**src/rtl/core/assert_macros.svh**
```systemverilog
// Assertion macros shared by the RTL core.
// Depends on nothing; included by files that carry concurrent checks.
`ifndef ASSERT_MACROS_SVH
`define ASSERT_MACROS_SVH

`ifndef SYNTHESIS

// Check that a property holds at every rising clock edge outside reset.
`define SMMA_ASSERT(lbl, clk, rst, prop, msg) \
   lbl: assert property (@(posedge clk) disable iff (rst) (prop)) else $error(msg);

// Check that a condition implies a consequence in the same cycle.
`define SMMA_ASSERT_IMPLY(lbl, clk, rst, ante, cons, msg) \
   lbl: assert property (@(posedge clk) disable iff (rst) (ante) |-> (cons)) else $error(msg);

// Check that a condition implies a consequence in the next cycle.
`define SMMA_ASSERT_NEXT(lbl, clk, rst, ante, cons, msg) \
   lbl: assert property (@(posedge clk) disable iff (rst) (ante) |=> (cons)) else $error(msg);

`else

`define SMMA_ASSERT(lbl, clk, rst, prop, msg)
`define SMMA_ASSERT_IMPLY(lbl, clk, rst, ante, cons, msg)
`define SMMA_ASSERT_NEXT(lbl, clk, rst, ante, cons, msg)

`endif

`endif

```
**src/rtl/core/smma_pkg.sv**
```systemverilog
// Constants, types and sequencer states of the sample aggregator.
// Depends on nothing; imported by the divider and the top level.
package smma_pkg;

   localparam int unsigned COUNT_LIMIT    = 65535;
   localparam int unsigned CountWidth     = $clog2(COUNT_LIMIT + 1);
   localparam int unsigned SumWidth       = 18 + CountWidth;
   localparam int unsigned DividendWidth  = SumWidth + 1;
   localparam int unsigned DivisorWidth   = CountWidth + 1;
   localparam int unsigned StepWidth      = $clog2(DividendWidth);

   localparam int unsigned OXY_CLAMP  = 65000;
   localparam int unsigned SAT_CLAMP  = 65500;
   localparam int signed   TEMP_CLAMP = 30000;
   localparam int unsigned TOTAL_CAP  = 255;

   typedef enum logic [1:0] {
      ST_IDLE,
      ST_DIV_OXY,
      ST_DIV_SAT,
      ST_LOAD
   } smma_state_type;

   typedef struct packed {
      logic start;
   } smma_div_ctrl_type;

   typedef struct packed {
      logic busy;
      logic done;
   } smma_div_stat_type;

endpackage

```
**src/rtl/core/smma_req_if.sv**
```systemverilog
// Request and result channel interfaces of the sample aggregator.
// Depends on nothing; used by the top level ports.
interface smma_req_if;
   logic               valid;
   logic               ready;
   logic               kind;
   logic signed [17:0] oxygen_value;
   logic signed [17:0] saturation_value;
   logic signed [16:0] temperature_value;
   logic        [7:0]  level_value;
   logic        [31:0] bucket_time;

   modport source (
      output valid, kind, oxygen_value, saturation_value, temperature_value,
             level_value, bucket_time,
      input  ready
   );
   modport sink (
      input  valid, kind, oxygen_value, saturation_value, temperature_value,
             level_value, bucket_time,
      output ready
   );
endinterface

interface smma_rsp_if;
   logic               valid;
   logic               ready;
   logic               has_data;
   logic        [31:0] bucket_stamp;
   logic        [15:0] oxygen_min;
   logic        [15:0] oxygen_avg;
   logic        [15:0] oxygen_max;
   logic        [15:0] saturation_avg;
   logic signed [15:0] temperature_min;
   logic signed [15:0] temperature_max;
   logic        [7:0]  level_peak;
   logic        [7:0]  sample_total;

   modport source (
      output valid, has_data, bucket_stamp, oxygen_min, oxygen_avg, oxygen_max,
             saturation_avg, temperature_min, temperature_max, level_peak,
             sample_total,
      input  ready
   );
   modport sink (
      input  valid, has_data, bucket_stamp, oxygen_min, oxygen_avg, oxygen_max,
             saturation_avg, temperature_min, temperature_max, level_peak,
             sample_total,
      output ready
   );
endinterface

```
**src/rtl/core/smma_div.sv**
```systemverilog
// Iterative restoring divider, one quotient bit per cycle.
// Depends on smma_pkg for widths and the control and status structs.
module smma_div
   import smma_pkg::*;
(
   input  logic                      clock,
   input  logic                      reset,
   input  smma_div_ctrl_type         ctrl,
   input  logic [DividendWidth-1:0]  dividend,
   input  logic [DivisorWidth-1:0]   divisor,
   output smma_div_stat_type         stat,
   output logic [DividendWidth-1:0]  quotient
);

   logic                      busy_ff, busy_in;
   logic                      done_ff, done_in;
   logic [StepWidth-1:0]      step_ff, step_in;
   logic [DivisorWidth-1:0]   rem_ff, rem_in;
   logic [DividendWidth-1:0]  quo_ff, quo_in;
   logic [DivisorWidth-1:0]   dsr_ff, dsr_in;
   logic [DivisorWidth:0]     trial;
   logic                      fits;

   // Shift in the next dividend bit; keep the subtraction when it fits.
   assign trial = {rem_ff, quo_ff[DividendWidth-1]};
   assign fits  = (trial >= {1'b0, dsr_ff});

   always_comb begin
      busy_in = busy_ff;
      done_in = 1'b0;
      step_in = step_ff;
      rem_in  = rem_ff;
      quo_in  = quo_ff;
      dsr_in  = dsr_ff;
      if (ctrl.start) begin
         busy_in = 1'b1;
         step_in = StepWidth'(DividendWidth - 1);
         rem_in  = '0;
         quo_in  = dividend;
         dsr_in  = divisor;
      end else if (busy_ff) begin
         if (fits) begin
            rem_in = DivisorWidth'(trial - {1'b0, dsr_ff});
         end else begin
            rem_in = DivisorWidth'(trial);
         end
         quo_in = {quo_ff[DividendWidth-2:0], fits};
         step_in = step_ff - 1'b1;
         if (step_ff == '0) begin
            busy_in = 1'b0;
            done_in = 1'b1;
         end
      end
   end

   always_ff @(posedge clock) begin
      if (reset) begin
         busy_ff <= 1'b0;
         done_ff <= 1'b0;
      end else begin
         busy_ff <= busy_in;
         done_ff <= done_in;
      end
      step_ff <= step_in;
      rem_ff  <= rem_in;
      quo_ff  <= quo_in;
      dsr_ff  <= dsr_in;
   end

   assign stat.busy = busy_ff;
   assign stat.done = done_ff;
   assign quotient  = quo_ff;

endmodule

```
**src/rtl/core/sample_min_max_mean_aggregator.sv**
```systemverilog
// Sample min / max / mean aggregator: folds fixed-point sensor samples into an
// open bucket and emits one clamped aggregate per flush beat. A sample beat
// updates count, oxygen min/max/sum, saturation sum, temperature min/max and
// level peak at once; samples beyond COUNT_LIMIT are dropped. A flush beat
// runs two rounded-half-up means, (2*sum + n) / (2*n), through one shared
// restoring divider that retires one quotient bit a cycle, so a flush on a
// non-empty bucket holds the request side until both divisions end and its
// result loads, and an empty flush until its result loads. The divider and
// the output register are the rate-setting elements. The result sits in the
// output register; while it waits, sample beats are still taken, and a
// further flush computes and then holds until the slot frees.
// Depends on smma_pkg, the channel interfaces, smma_div and assert_macros.svh.
`include "assert_macros.svh"

module sample_min_max_mean_aggregator
   import smma_pkg::*;
(
   input  logic        clock,
   input  logic        reset,
   smma_req_if.sink    req_bus,
   smma_rsp_if.source  rsp_bus
);

   // Sequencer
   smma_state_type state_ff, state_in;

   // Bucket state
   logic [CountWidth-1:0]      count_ff, count_in;
   logic signed [17:0]         oxy_low_ff, oxy_low_in;
   logic signed [17:0]         oxy_high_ff, oxy_high_in;
   logic signed [SumWidth-1:0] oxy_sum_ff, oxy_sum_in;
   logic signed [SumWidth-1:0] sat_sum_ff, sat_sum_in;
   logic signed [16:0]         tmp_low_ff, tmp_low_in;
   logic signed [16:0]         tmp_high_ff, tmp_high_in;
   logic [7:0]                 lvl_high_ff, lvl_high_in;

   // Flush work registers
   logic [31:0] stamp_ff, stamp_in;
   logic [15:0] oxy_avg_ff, oxy_avg_in;
   logic [15:0] sat_avg_ff, sat_avg_in;

   // Output register
   logic               rsp_valid_ff, rsp_valid_in;
   logic               has_data_ff;
   logic [31:0]        bucket_stamp_ff;
   logic [15:0]        oxy_min_ff, oxy_avg_out_ff, oxy_max_ff, sat_avg_out_ff;
   logic signed [15:0] tmp_min_ff, tmp_max_ff;
   logic [7:0]         lvl_peak_ff, total_ff;

   logic                      req_beat;
   logic                      sample_beat;
   logic                      flush_beat;
   logic                      bucket_empty;
   logic                      slot_free;
   logic                      load_rsp;
   smma_div_ctrl_type         div_ctrl;
   smma_div_stat_type         div_stat;
   logic [SumWidth-1:0]       div_sum;
   logic [DividendWidth-1:0]  div_dividend;
   logic [DivisorWidth-1:0]   div_divisor;
   logic [DividendWidth-1:0]  div_quotient;
   logic                      oxy_sum_pos;
   logic                      sat_sum_pos;

   // Clamp a signed reading to 0..hi.
   function automatic logic [15:0] clamp_unsigned(logic signed [17:0] v,
                                                  logic [15:0] hi);
      logic [15:0] res;
      if (v < 0) begin
         res = '0;
      end else if (v > $signed({2'b00, hi})) begin
         res = hi;
      end else begin
         res = v[15:0];
      end
      return res;
   endfunction

   // Clamp a temperature to the symmetric output range.
   function automatic logic signed [15:0] clamp_temp(logic signed [16:0] v);
      logic signed [15:0] res;
      if (v < -17'(TEMP_CLAMP)) begin
         res = -16'(TEMP_CLAMP);
      end else if (v > 17'(TEMP_CLAMP)) begin
         res = 16'(TEMP_CLAMP);
      end else begin
         res = v[15:0];
      end
      return res;
   endfunction

   // Limit a divider quotient; a mean of a non-positive sum reads as zero.
   function automatic logic [15:0] clamp_mean(logic [DividendWidth-1:0] q,
                                              logic pos, logic [15:0] hi);
      logic [15:0] res;
      if (!pos) begin
         res = '0;
      end else if (q > DividendWidth'(hi)) begin
         res = hi;
      end else begin
         res = q[15:0];
      end
      return res;
   endfunction

   assign req_bus.ready = (state_ff == ST_IDLE);
   assign req_beat      = req_bus.valid && req_bus.ready;
   assign sample_beat   = req_beat && !req_bus.kind;
   assign flush_beat    = req_beat && req_bus.kind;
   assign bucket_empty  = (count_ff == '0);
   assign slot_free     = !rsp_valid_ff || rsp_bus.ready;

   assign oxy_sum_pos = !oxy_sum_ff[SumWidth-1] && (oxy_sum_ff != '0);
   assign sat_sum_pos = !sat_sum_ff[SumWidth-1] && (sat_sum_ff != '0);

   // Next state
   always_comb begin
      state_in = state_ff;
      case (state_ff)
         ST_IDLE: begin
            if (flush_beat) begin
               state_in = bucket_empty ? ST_LOAD : ST_DIV_OXY;
            end
         end
         ST_DIV_OXY: begin
            if (div_stat.done) begin
               state_in = ST_DIV_SAT;
            end
         end
         ST_DIV_SAT: begin
            if (div_stat.done) begin
               state_in = ST_LOAD;
            end
         end
         ST_LOAD: begin
            if (slot_free) begin
               state_in = ST_IDLE;
            end
         end
         default: state_in = ST_IDLE;
      endcase
   end

   // Sequencer outputs: oxygen division starts on a flush beat to a non-empty bucket,
   // saturation division as the oxygen one finishes; load once the slot frees.
   always_comb begin
      div_ctrl.start = 1'b0;
      div_sum        = sat_sum_ff;
      load_rsp       = 1'b0;
      case (state_ff)
         ST_IDLE: begin
            div_ctrl.start = flush_beat && !bucket_empty;
            div_sum        = oxy_sum_ff;
         end
         ST_DIV_OXY: begin
            div_ctrl.start = div_stat.done;
         end
         ST_DIV_SAT: begin
         end
         ST_LOAD: begin
            load_rsp = slot_free;
         end
         default: begin
         end
      endcase
   end

   // Rounded mean: (2*sum + n) / (2*n). Only used when the sum is positive.
   assign div_dividend = DividendWidth'({1'b0, div_sum} << 1)
                       + DividendWidth'(count_ff);
   assign div_divisor  = {count_ff, 1'b0};

   smma_div u_div (
      .clock    (clock),
      .reset    (reset),
      .ctrl     (div_ctrl),
      .dividend (div_dividend),
      .divisor  (div_divisor),
      .stat     (div_stat),
      .quotient (div_quotient)
   );

   // Bucket update on a sample beat; the first sample restarts everything.
   always_comb begin
      count_in    = count_ff;
      oxy_low_in  = oxy_low_ff;
      oxy_high_in = oxy_high_ff;
      oxy_sum_in  = oxy_sum_ff;
      sat_sum_in  = sat_sum_ff;
      tmp_low_in  = tmp_low_ff;
      tmp_high_in = tmp_high_ff;
      lvl_high_in = lvl_high_ff;
      if (sample_beat && (count_ff < CountWidth'(COUNT_LIMIT))) begin
         count_in = count_ff + 1'b1;
         if (bucket_empty) begin
            oxy_low_in  = req_bus.oxygen_value;
            oxy_high_in = req_bus.oxygen_value;
            tmp_low_in  = req_bus.temperature_value;
            tmp_high_in = req_bus.temperature_value;
            oxy_sum_in  = SumWidth'(req_bus.oxygen_value);
            sat_sum_in  = SumWidth'(req_bus.saturation_value);
            lvl_high_in = req_bus.level_value;
         end else begin
            if (req_bus.oxygen_value < oxy_low_ff) begin
               oxy_low_in = req_bus.oxygen_value;
            end
            if (req_bus.oxygen_value > oxy_high_ff) begin
               oxy_high_in = req_bus.oxygen_value;
            end
            if (req_bus.temperature_value < tmp_low_ff) begin
               tmp_low_in = req_bus.temperature_value;
            end
            if (req_bus.temperature_value > tmp_high_ff) begin
               tmp_high_in = req_bus.temperature_value;
            end
            if (req_bus.level_value > lvl_high_ff) begin
               lvl_high_in = req_bus.level_value;
            end
            oxy_sum_in = oxy_sum_ff + SumWidth'(req_bus.oxygen_value);
            sat_sum_in = sat_sum_ff + SumWidth'(req_bus.saturation_value);
         end
      end
      // Drop the bucket once its aggregate lands in the output register.
      if (load_rsp) begin
         count_in = '0;
      end
   end

   // Flush work registers: stamp on the flush beat, means as divisions end.
   always_comb begin
      stamp_in   = stamp_ff;
      oxy_avg_in = oxy_avg_ff;
      sat_avg_in = sat_avg_ff;
      if (flush_beat) begin
         stamp_in = req_bus.bucket_time;
      end
      if (div_stat.done && (state_ff == ST_DIV_OXY)) begin
         oxy_avg_in = clamp_mean(div_quotient, oxy_sum_pos, 16'(OXY_CLAMP));
      end
      if (div_stat.done && (state_ff == ST_DIV_SAT)) begin
         sat_avg_in = clamp_mean(div_quotient, sat_sum_pos, 16'(SAT_CLAMP));
      end
   end

   // Output valid: set on load, drop on a taken beat.
   always_comb begin
      rsp_valid_in = rsp_valid_ff;
      if (load_rsp) begin
         rsp_valid_in = 1'b1;
      end else if (rsp_bus.ready) begin
         rsp_valid_in = 1'b0;
      end
   end

   always_ff @(posedge clock) begin
      if (reset) begin
         state_ff     <= ST_IDLE;
         count_ff     <= '0;
         rsp_valid_ff <= 1'b0;
      end else begin
         state_ff     <= state_in;
         count_ff     <= count_in;
         rsp_valid_ff <= rsp_valid_in;
      end
      oxy_low_ff  <= oxy_low_in;
      oxy_high_ff <= oxy_high_in;
      oxy_sum_ff  <= oxy_sum_in;
      sat_sum_ff  <= sat_sum_in;
      tmp_low_ff  <= tmp_low_in;
      tmp_high_ff <= tmp_high_in;
      lvl_high_ff <= lvl_high_in;
      stamp_ff    <= stamp_in;
      oxy_avg_ff  <= oxy_avg_in;
      sat_avg_ff  <= sat_avg_in;
   end

   // Output payload register; an empty bucket reports zeros beside its stamp.
   always_ff @(posedge clock) begin
      if (load_rsp) begin
         bucket_stamp_ff <= stamp_ff;
         if (bucket_empty) begin
            has_data_ff    <= 1'b0;
            oxy_min_ff     <= '0;
            oxy_avg_out_ff <= '0;
            oxy_max_ff     <= '0;
            sat_avg_out_ff <= '0;
            tmp_min_ff     <= '0;
            tmp_max_ff     <= '0;
            lvl_peak_ff    <= '0;
            total_ff       <= '0;
         end else begin
            has_data_ff    <= 1'b1;
            oxy_min_ff     <= clamp_unsigned(oxy_low_ff, 16'(OXY_CLAMP));
            oxy_avg_out_ff <= oxy_avg_ff;
            oxy_max_ff     <= clamp_unsigned(oxy_high_ff, 16'(OXY_CLAMP));
            sat_avg_out_ff <= sat_avg_ff;
            tmp_min_ff     <= clamp_temp(tmp_low_ff);
            tmp_max_ff     <= clamp_temp(tmp_high_ff);
            lvl_peak_ff    <= lvl_high_ff;
            if (count_ff > CountWidth'(TOTAL_CAP)) begin
               total_ff <= 8'(TOTAL_CAP);
            end else begin
               total_ff <= count_ff[7:0];
            end
         end
      end
   end

   assign rsp_bus.valid           = rsp_valid_ff;
   assign rsp_bus.has_data        = has_data_ff;
   assign rsp_bus.bucket_stamp    = bucket_stamp_ff;
   assign rsp_bus.oxygen_min      = oxy_min_ff;
   assign rsp_bus.oxygen_avg      = oxy_avg_out_ff;
   assign rsp_bus.oxygen_max      = oxy_max_ff;
   assign rsp_bus.saturation_avg  = sat_avg_out_ff;
   assign rsp_bus.temperature_min = tmp_min_ff;
   assign rsp_bus.temperature_max = tmp_max_ff;
   assign rsp_bus.level_peak      = lvl_peak_ff;
   assign rsp_bus.sample_total    = total_ff;

   // Checks
   `SMMA_ASSERT(a_count_limit, clock, reset, count_ff <= CountWidth'(COUNT_LIMIT), "count past limit")
   `SMMA_ASSERT_IMPLY(a_div_start_idle, clock, reset, div_ctrl.start, !div_stat.busy, "divider restarted while busy")
   `SMMA_ASSERT_NEXT(a_flush_blocks, clock, reset, flush_beat, !req_bus.ready, "request taken during flush")
   `SMMA_ASSERT_IMPLY(a_oxy_order, clock, reset, !bucket_empty, oxy_low_ff <= oxy_high_ff, "oxygen min above max")

endmodule

```
**src/flat_wrapper.sv**
```systemverilog
// flat-port wrapper written by rule: the top's interface ports become plain ports
module sample_min_max_mean_aggregator_flat import smma_pkg::*;
  (clock, reset, req_bus_valid, req_bus_kind, req_bus_oxygen_value, req_bus_saturation_value, req_bus_temperature_value, req_bus_level_value, req_bus_bucket_time, req_bus_ready, rsp_bus_valid, rsp_bus_has_data, rsp_bus_bucket_stamp, rsp_bus_oxygen_min, rsp_bus_oxygen_avg, rsp_bus_oxygen_max, rsp_bus_saturation_avg, rsp_bus_temperature_min, rsp_bus_temperature_max, rsp_bus_level_peak, rsp_bus_sample_total, rsp_bus_ready);
  smma_req_if req_bus_i ();
  smma_rsp_if rsp_bus_i ();
  input  logic clock;
  input  logic reset;
  input wire logic [$bits(req_bus_i.valid)-1:0] req_bus_valid;
  input wire logic [$bits(req_bus_i.kind)-1:0] req_bus_kind;
  input wire logic [$bits(req_bus_i.oxygen_value)-1:0] req_bus_oxygen_value;
  input wire logic [$bits(req_bus_i.saturation_value)-1:0] req_bus_saturation_value;
  input wire logic [$bits(req_bus_i.temperature_value)-1:0] req_bus_temperature_value;
  input wire logic [$bits(req_bus_i.level_value)-1:0] req_bus_level_value;
  input wire logic [$bits(req_bus_i.bucket_time)-1:0] req_bus_bucket_time;
  output wire logic [$bits(req_bus_i.ready)-1:0] req_bus_ready;
  output wire logic [$bits(rsp_bus_i.valid)-1:0] rsp_bus_valid;
  output wire logic [$bits(rsp_bus_i.has_data)-1:0] rsp_bus_has_data;
  output wire logic [$bits(rsp_bus_i.bucket_stamp)-1:0] rsp_bus_bucket_stamp;
  output wire logic [$bits(rsp_bus_i.oxygen_min)-1:0] rsp_bus_oxygen_min;
  output wire logic [$bits(rsp_bus_i.oxygen_avg)-1:0] rsp_bus_oxygen_avg;
  output wire logic [$bits(rsp_bus_i.oxygen_max)-1:0] rsp_bus_oxygen_max;
  output wire logic [$bits(rsp_bus_i.saturation_avg)-1:0] rsp_bus_saturation_avg;
  output wire logic [$bits(rsp_bus_i.temperature_min)-1:0] rsp_bus_temperature_min;
  output wire logic [$bits(rsp_bus_i.temperature_max)-1:0] rsp_bus_temperature_max;
  output wire logic [$bits(rsp_bus_i.level_peak)-1:0] rsp_bus_level_peak;
  output wire logic [$bits(rsp_bus_i.sample_total)-1:0] rsp_bus_sample_total;
  input wire logic [$bits(rsp_bus_i.ready)-1:0] rsp_bus_ready;
  assign req_bus_i.valid = req_bus_valid;
  assign req_bus_i.kind = req_bus_kind;
  assign req_bus_i.oxygen_value = req_bus_oxygen_value;
  assign req_bus_i.saturation_value = req_bus_saturation_value;
  assign req_bus_i.temperature_value = req_bus_temperature_value;
  assign req_bus_i.level_value = req_bus_level_value;
  assign req_bus_i.bucket_time = req_bus_bucket_time;
  assign req_bus_ready = req_bus_i.ready;
  assign rsp_bus_valid = rsp_bus_i.valid;
  assign rsp_bus_has_data = rsp_bus_i.has_data;
  assign rsp_bus_bucket_stamp = rsp_bus_i.bucket_stamp;
  assign rsp_bus_oxygen_min = rsp_bus_i.oxygen_min;
  assign rsp_bus_oxygen_avg = rsp_bus_i.oxygen_avg;
  assign rsp_bus_oxygen_max = rsp_bus_i.oxygen_max;
  assign rsp_bus_saturation_avg = rsp_bus_i.saturation_avg;
  assign rsp_bus_temperature_min = rsp_bus_i.temperature_min;
  assign rsp_bus_temperature_max = rsp_bus_i.temperature_max;
  assign rsp_bus_level_peak = rsp_bus_i.level_peak;
  assign rsp_bus_sample_total = rsp_bus_i.sample_total;
  assign rsp_bus_i.ready = rsp_bus_ready;
  sample_min_max_mean_aggregator u_core (.clock(clock), .reset(reset), .req_bus(req_bus_i), .rsp_bus(rsp_bus_i));
endmodule
```
**config.mk**
```make
export PLATFORM = sky130hd
export DESIGN_NAME = sample_min_max_mean_aggregator_flat
export DESIGN_NICKNAME = d
export VERILOG_FILES = /design/src/rtl/core/smma_pkg.sv /design/src/rtl/core/smma_req_if.sv /design/src/rtl/core/smma_div.sv /design/src/rtl/core/sample_min_max_mean_aggregator.sv /design/src/flat_wrapper.sv
export VERILOG_INCLUDE_DIRS = /design/src /design/src/rtl/core
export SDC_FILE = /design/constraint.sdc
export NUM_CORES = 1
export LEC_CHECK = 0
export BUFFER_PORTS_ARGS = -buffer_cell sky130_fd_sc_hd__buf_2
export CAP_MARGIN = 10
export CORE_ASPECT_RATIO = 1.25
export CORE_MARGIN = 3
export CORE_UTILIZATION = 55
export DETAILED_ROUTE_END_ITERATION = 8
export MAX_ROUTING_LAYER = met4
export PLACE_DENSITY = 0.76
export SETUP_SLACK_MARGIN = 0.3
export SKIP_CTS_REPAIR_TIMING = 1
export SLEW_MARGIN = 20
export SYNTH_ARGS = -nofsm -noshare
export SYNTH_HDL_FRONTEND = slang
export SYNTH_SLANG_ARGS = --single-unit
```
**constraint.sdc**
```tcl
create_clock -name clock -period 16.25 [get_ports clock]
set_input_delay 2.4375 -clock clock [delete_from_list [all_inputs] [get_ports clock]]
set_output_delay 2.4375 -clock clock [all_outputs]
set_load 0.01 [all_outputs]
```
# --- After elaboration in Yosys (flattened, before gate mapping) ---
# Cells that the tools add are included.
totals:
  regBits: 450
  out_inout_bits: 147
  elab_cells: 156
  inputBits: 98
op_classes:
  magnitude_cmp: 18
  reduce_logical: 45
  muxes: 40
  n_eq_ne: 7
  n_bitwise: 3
  addsub: 6
op_table:
  columns: ["operator", "count"]
  rows:
  - ["16-bit two-way mux", 8]
  - ["34-bit two-way mux", 3]
  - ["17-bit two-way mux", 5]
  - ["18-bit two-way mux", 4]
  - ["35-bit by 16-bit > comparator with 1-bit output (second input constant)", 2]
  - ["35-bit two-way mux", 2]
  - ["34-bit by 18-bit adder with 34-bit output", 2]
  - ["34-bit nonzero test", 2]
  - ["18-bit by 17-bit > comparator with 1-bit output (second input constant)", 2]
  - ["18-bit by 1-bit < comparator with 1-bit output (second input constant)", 2]
  - ["35-bit by 16-bit adder with 35-bit output", 1]
  - ["17-bit by 16-bit > comparator with 1-bit output (second input constant)", 2]
  - ["17-bit by 16-bit < comparator with 1-bit output (second input constant)", 2]
  - ["8-bit two-way mux", 3]
  - ["18-bit by 17-bit >= comparator with 1-bit output", 1]
  - ["18-bit > comparator", 1]
  - ["18-bit < comparator", 1]
  - ["17-bit > comparator", 1]
  - ["17-bit < comparator", 1]
  - ["17-bit subtractor", 1]
  - ["16-bit by 1-bit adder with 16-bit output (second input constant)", 1]
  - ["16-bit by 8-bit > comparator with 1-bit output (second input constant)", 1]
  - ["16-bit logical NOT", 1]
  - ["16-bit < comparator (second input constant)", 1]
  - ["21 further kinds", 69]

# --- Logic depth before layout (Yosys ltp) ---
logic_depth:
  depth_word: 6
  mapped_depth: 19
  mapped_depth_nobuf: 15

# --- Hierarchy ---
# Synthesis repeated with hierarchy kept, for this count alone.
unflattened:
  hier_cells: 2118
  area_unflattened_um2: 24434.7
modules_own_cells:
  columns: ["mod", "area_per_inst_um2", "seq_area_each_um2", "cells_each", "instances"]
  rows:
  - ["sample_min_max_mean_aggregator", 20289.5, 11040.6, 1754, 1]
  - ["smma_div", 4145.2, 2062.0, 364, 1]

# --- Worst setup path before layout ---
# Ideal clock, no wire load.
synth_path:
  path_type: "input to register"
  from: "in rsp_bus_ready"
  to: "reg u_core.count_ff[10]"
  t_required_ns: 16.122
  setup_slack_ns: 5.931
  t_arrival_ns: 10.192
  path_stages: 6
  setup_time_ns: 0.128
  n_path_buf: 2
  cell_sequence: "nor2b_1 nor2b_1 or2_2 buf_1 clkbuf_1 nor2_1"
synth_via:
  elab_chain_cells: 3
synth_lines:
  columns: ["element", "line_no", "text"]
  rows:
  - ["start, declared", "flat_wrapper.sv:27", "input wire logic [$bits(rsp_bus_i.ready)-1:0] rsp_bus_ready;"]
  - ["1-bit logical OR", "sample_min_max_mean_aggregator.sv:111", "assign slot_free = !rsp_valid_ff || rsp_bus.ready;"]
  - ["1-bit two-way mux", "sample_min_max_mean_aggregator.sv:150", "case (state_ff)"]
  - ["net u_core.load_rsp", "sample_min_max_mean_aggregator.sv:55", "logic load_rsp;"]
  - ["2-bit OR reduction (no line)", null, null]
  - ["end signal, assigned", "sample_min_max_mean_aggregator.sv:262", "count_ff <= count_in;"]
  - ["end, declared", "sample_min_max_mean_aggregator.sv:28", "logic [CountWidth-1:0] count_ff, count_in;"]
# The timed path passes the listed nets, and every way through them passes these cells.
# A chain may end at the register's enable or synchronous reset.

# --- Final worst setup path ---
layout_path:
  from: "in req_bus_saturation_value[2]"
  to: "reg u_core.sat_sum_ff[31] (data pin)"
layout_via:
  elab_chain_cells: 2
layout_lines:
  columns: ["element", "line_no", "text"]
  rows:
  - ["start, declared", "flat_wrapper.sv:11", "input wire logic [$bits(req_bus_i.saturation_value)-1:0] req_bus_saturation_value;"]
  - ["34-bit by 18-bit adder with 34-bit output", "sample_min_max_mean_aggregator.sv:220", "sat_sum_in = sat_sum_ff + SumWidth'(req_bus.saturation_value);"]
  - ["34-bit two-way mux", "sample_min_max_mean_aggregator.sv:195", "if (bucket_empty) begin"]
  - ["end signal, assigned", "sample_min_max_mean_aggregator.sv:268", "sat_sum_ff <= sat_sum_in;"]
  - ["end, declared", "sample_min_max_mean_aggregator.sv:32", "logic signed [SumWidth-1:0] sat_sum_ff, sat_sum_in;"]
# Every way passes these cells.

==> flow_metrics.tcl <==
set metrics [dict create \
    numCtsBuffers 46 \
    dp_hpwl_microns 43500 \
    setup_tns_ps 0 \
    synth_flop_cell "edfxtp_1" \
    clk_pin_slew_ps 60 \
    worstMarginPinSlew_ps 1140 \
    rsz0062_at_grt "false" \
    cts.path.max_buffers 3 \
    drive_gt1_share_pct 16.0 \
    synth-edff-count 406 \
    max_freq_ghz 0.198 \
    cts_sinks 450 \
    reg2regPathDepth 16 \
    maxCapViolations 0 \
    fp.dieH_microns 242 \
    final_cell_count_no_fill 3018 \
    synthesis.area_sq_um 24400 \
    startpoint "req_bus_saturation_value[2]" \
    fill_cells 3372 \
    clk_latency_ps 580 \
    ys_seq_area_share_pct 53.5 \
    ant_nets 0 \
    grt_pass1_wl_microns 96300 \
    power.leakage_nw 11.2 \
    yosysTopAreaCell "edfxtp_1" \
    setup_violations 0 \
    hold_start "u_core.stamp_ff[25]" \
    wl_per_cell_microns 20.0 \
    ir_worst_vdd_mv 0.0881 \
    comb_power_share_pct 29.6 \
    track_usage_pct 25.9 \
    routed_wl_microns 60300 \
    hold_violations 0 \
    cp.required_ps 16530 \
    area_growth_syn_to_layout_pct 14.0 \
    core_sq_um 43500 \
    drtIter0Drc 1190 \
    ioPinCount 245 \
    overflow 0 \
    start_util_pct 56.1 \
    worstPathMaxFanout 5 \
    critPathKind "input pin to flop" \
    clock-root-buffer "clkbuf_16" \
    cp_slowest_cell "nor3_1" \
    worstPathArrival_ps 5330 \
    fin_crit_sh_pct 31.0 \
    max_stage_delay_ps 490 \
    powerDensity_nw_per_um2 137 \
    dr.pass1.iters 5 \
    p_sw_w 0.00124 \
    syn_avg_cell_area_sq_um 11.2 \
    die-area_sq_um 47000 \
    place_area_sq_um 26200 \
    first_global_vias 18100 \
    fin_crit_ps 5040 \
    layout_commonest_cell "edfxtp_1" \
    p_int_w 0.00256 \
    postLayoutCoreUtil_pct 64.0 \
    hold_path_depth 0 \
    final_nets 2697 \
    worstSetupEndpointType "flop" \
    final_area_sq_um 27800 \
    synth_area_leaders "edfxtp_1 50%, ha_1 9.3%, dfxtp_1 3.6%" \
    synth-seq-cells 450 \
    clock_power_share_pct 29.2 \
    grt_max_degree 84 \
    syn_inst 2171 \
    final_cell_mix "406 x edfxtp_1, 244 x buf_2, 182 x ha_1" \
    crit_chain "buf_2 -> ha_1 -> o21ai_0 -> nor3_1 -> nor3_1 -> o31ai_1 -> o41ai_2 -> o21bai_1 -> and3_1 -> a2111oi_0 -> o31ai_1" \
    register_area_sq_um 13100 \
    syn_nets 2455 \
    crit_cells 11 \
    grt.met3_usage_pct 3.29 \
    ys_types 77 \
    vias 18100 \
    relSlewSlack_pct 24.1 \
    drc 0 \
    port_buffers 244 \
    gp_congestion 0.962 \
    crit_family "compound AO/OA/AOI/OAI gates" \
    critPathLaunchType "input pin" \
    avgViaCountPerCell 6.00 \
    rows 85 \
    htree_num_levels 2 \
    die_w_microns 194 \
    synth_top_area_share_pct 49.9 \
    finalClockSkew_ps 31.0 \
    grt_util_met2_pct 43.7 \
    use_met1_pct 32.2 \
    p_sw_share_pct 32.6 \
    maxSlewViolCount 0 \
    yosysWarnings 0 \
    reg2reg_from "u_core.state_ff[0]" \
    antenna_found_initial 3 \
    cts_tree "yes" \
    seq_power_share_pct 41.1 \
    cp.buffers_inverters 1 \
    hold_class "flop to flop" \
    place_inst 2930 \
    async_flop_share_pct 0 \
    globalRoute.busiestLayer "met2" \
    status "complete, no violations" \
    multiInputGateArea_sq_um 10600 \
]
==> synth_stat cells, drive strengths merged (5+ instances only) <==
cell	number
edfxtp	406
ha	182
o21ai	155
a21oi	153
nor2	143
nand2	137
inv	132
o21a	70
xor2	59
xnor2	56
a21o	52
clkbuf	52
nor4	47
and2	44
dfxtp	44
nor3	38
nand3	37
nand4	36
a211oi	33
mux2i	31
mux2	23
nand2b	22
nor2b	19
buf	18
a31oi	16
o21bai	15
and3	13
o211ai	13
or2	12
o31ai	11
a21boi	10
or3	9
or4	8
a2111oi	7
nand3b	7
nor4b	7
a211o	5
a31o	5
and3b	5
and4	5
==> layer usage <==
layer | part of all wire, % | vias to the layer above | wire length (microns)
met5 | 0 | - | 0
met4 | 3.7 | 0 | 2240
met3 | 5.4 | 150 | 3280
met2 | 50 | 634 | 30100
met1 | 41 | 8742 | 24600
li1 | - | 8593 | -
==> registers in the layout, summed over array words and instances, names as in the netlist, 17 cells and up <==
register                     flops
u_core.sat_sum_ff               34
u_core.tmp_low_ff               17
u_core.tmp_high_ff              17
u_core.oxy_high_ff              18
u_core.stamp_ff                 32
u_core.rsp_bus.bucket_stamp     32
u_core.u_div.rem_ff             17
u_core.u_div.quotient           35
u_core.oxy_low_ff               18
u_core.oxy_sum_ff               34
==> worst register-to-register path: stages (launching register included) <==
cell and delay [ps]:
dfxtp_1 390, inv_1 110, ha_1 210, buf_4 240, mux2_2 290, ha_1 150, inv_1 50, fa_1 390
nor2b_1 130, o21ai_1 100, a21oi_1 200, o21ai_1 170, o211ai_1 310, nand3_1 430, a211oi_1 430, mux2i_1 220
o211ai_1 100
==> cell type report <==
cell class	count	area share (%)
Sequential cell	450	47.0
Multi-Input combinational cell	1519	38.0
Timing Repair Buffer	264	4.93
Clock buffer	55	4.41
Tap cell	565	2.54
Inverter	132	1.78
Clock inverter	30	1.33
Antenna cell	3	0.0270
==> cell families after synthesis <==
group,Yosys count,synth area share [%]
compound gates,567,14.5
fa+ha+maj,186,9.65
flops,450,53.5
mux,54,2.36
simple gates,597,12.5
xor+xnor,115,4.12
buf+inv,202,3.27
==> worst paths after layout <==
check                                         end  slack, ps
setup / recovery            u_core.sat_sum_ff[31]      11210
hold / removal    u_core.rsp_bus.bucket_stamp[25]        420
setup reg to reg        u_core.u_div.quotient[21]      12050
hold reg to reg   u_core.rsp_bus.bucket_stamp[25]        420
==> through the flow <==
step / worst slack, ps / hold WS (ps) / power, W
2_1_floorplan: 5930 / 400 / 0.00239
3_3_place_gp: 10740 / 401 / 0.00266
3_5_place_dp: 10720 / 405 / 0.00270
4_1_cts: 11290 / 420 / 0.00382
5_1_grt: 10960 / 427 / 0.00402
6_report: 11210 / 418 / 0.00381
==> power groups by stage <==
stage          clock network [W]  logic, W  registers (W)
5_1_grt                  0.00118   0.00126        0.00158
6_report                 0.00111   0.00113        0.00157
3_3_place_gp                   0   0.00108        0.00158
3_5_place_dp                   0   0.00111        0.00159
2_1_floorplan                  0  0.000815        0.00158
4_1_cts                  0.00113   0.00112        0.00156
No activity file was read; power rests on OpenSTA's default activity.
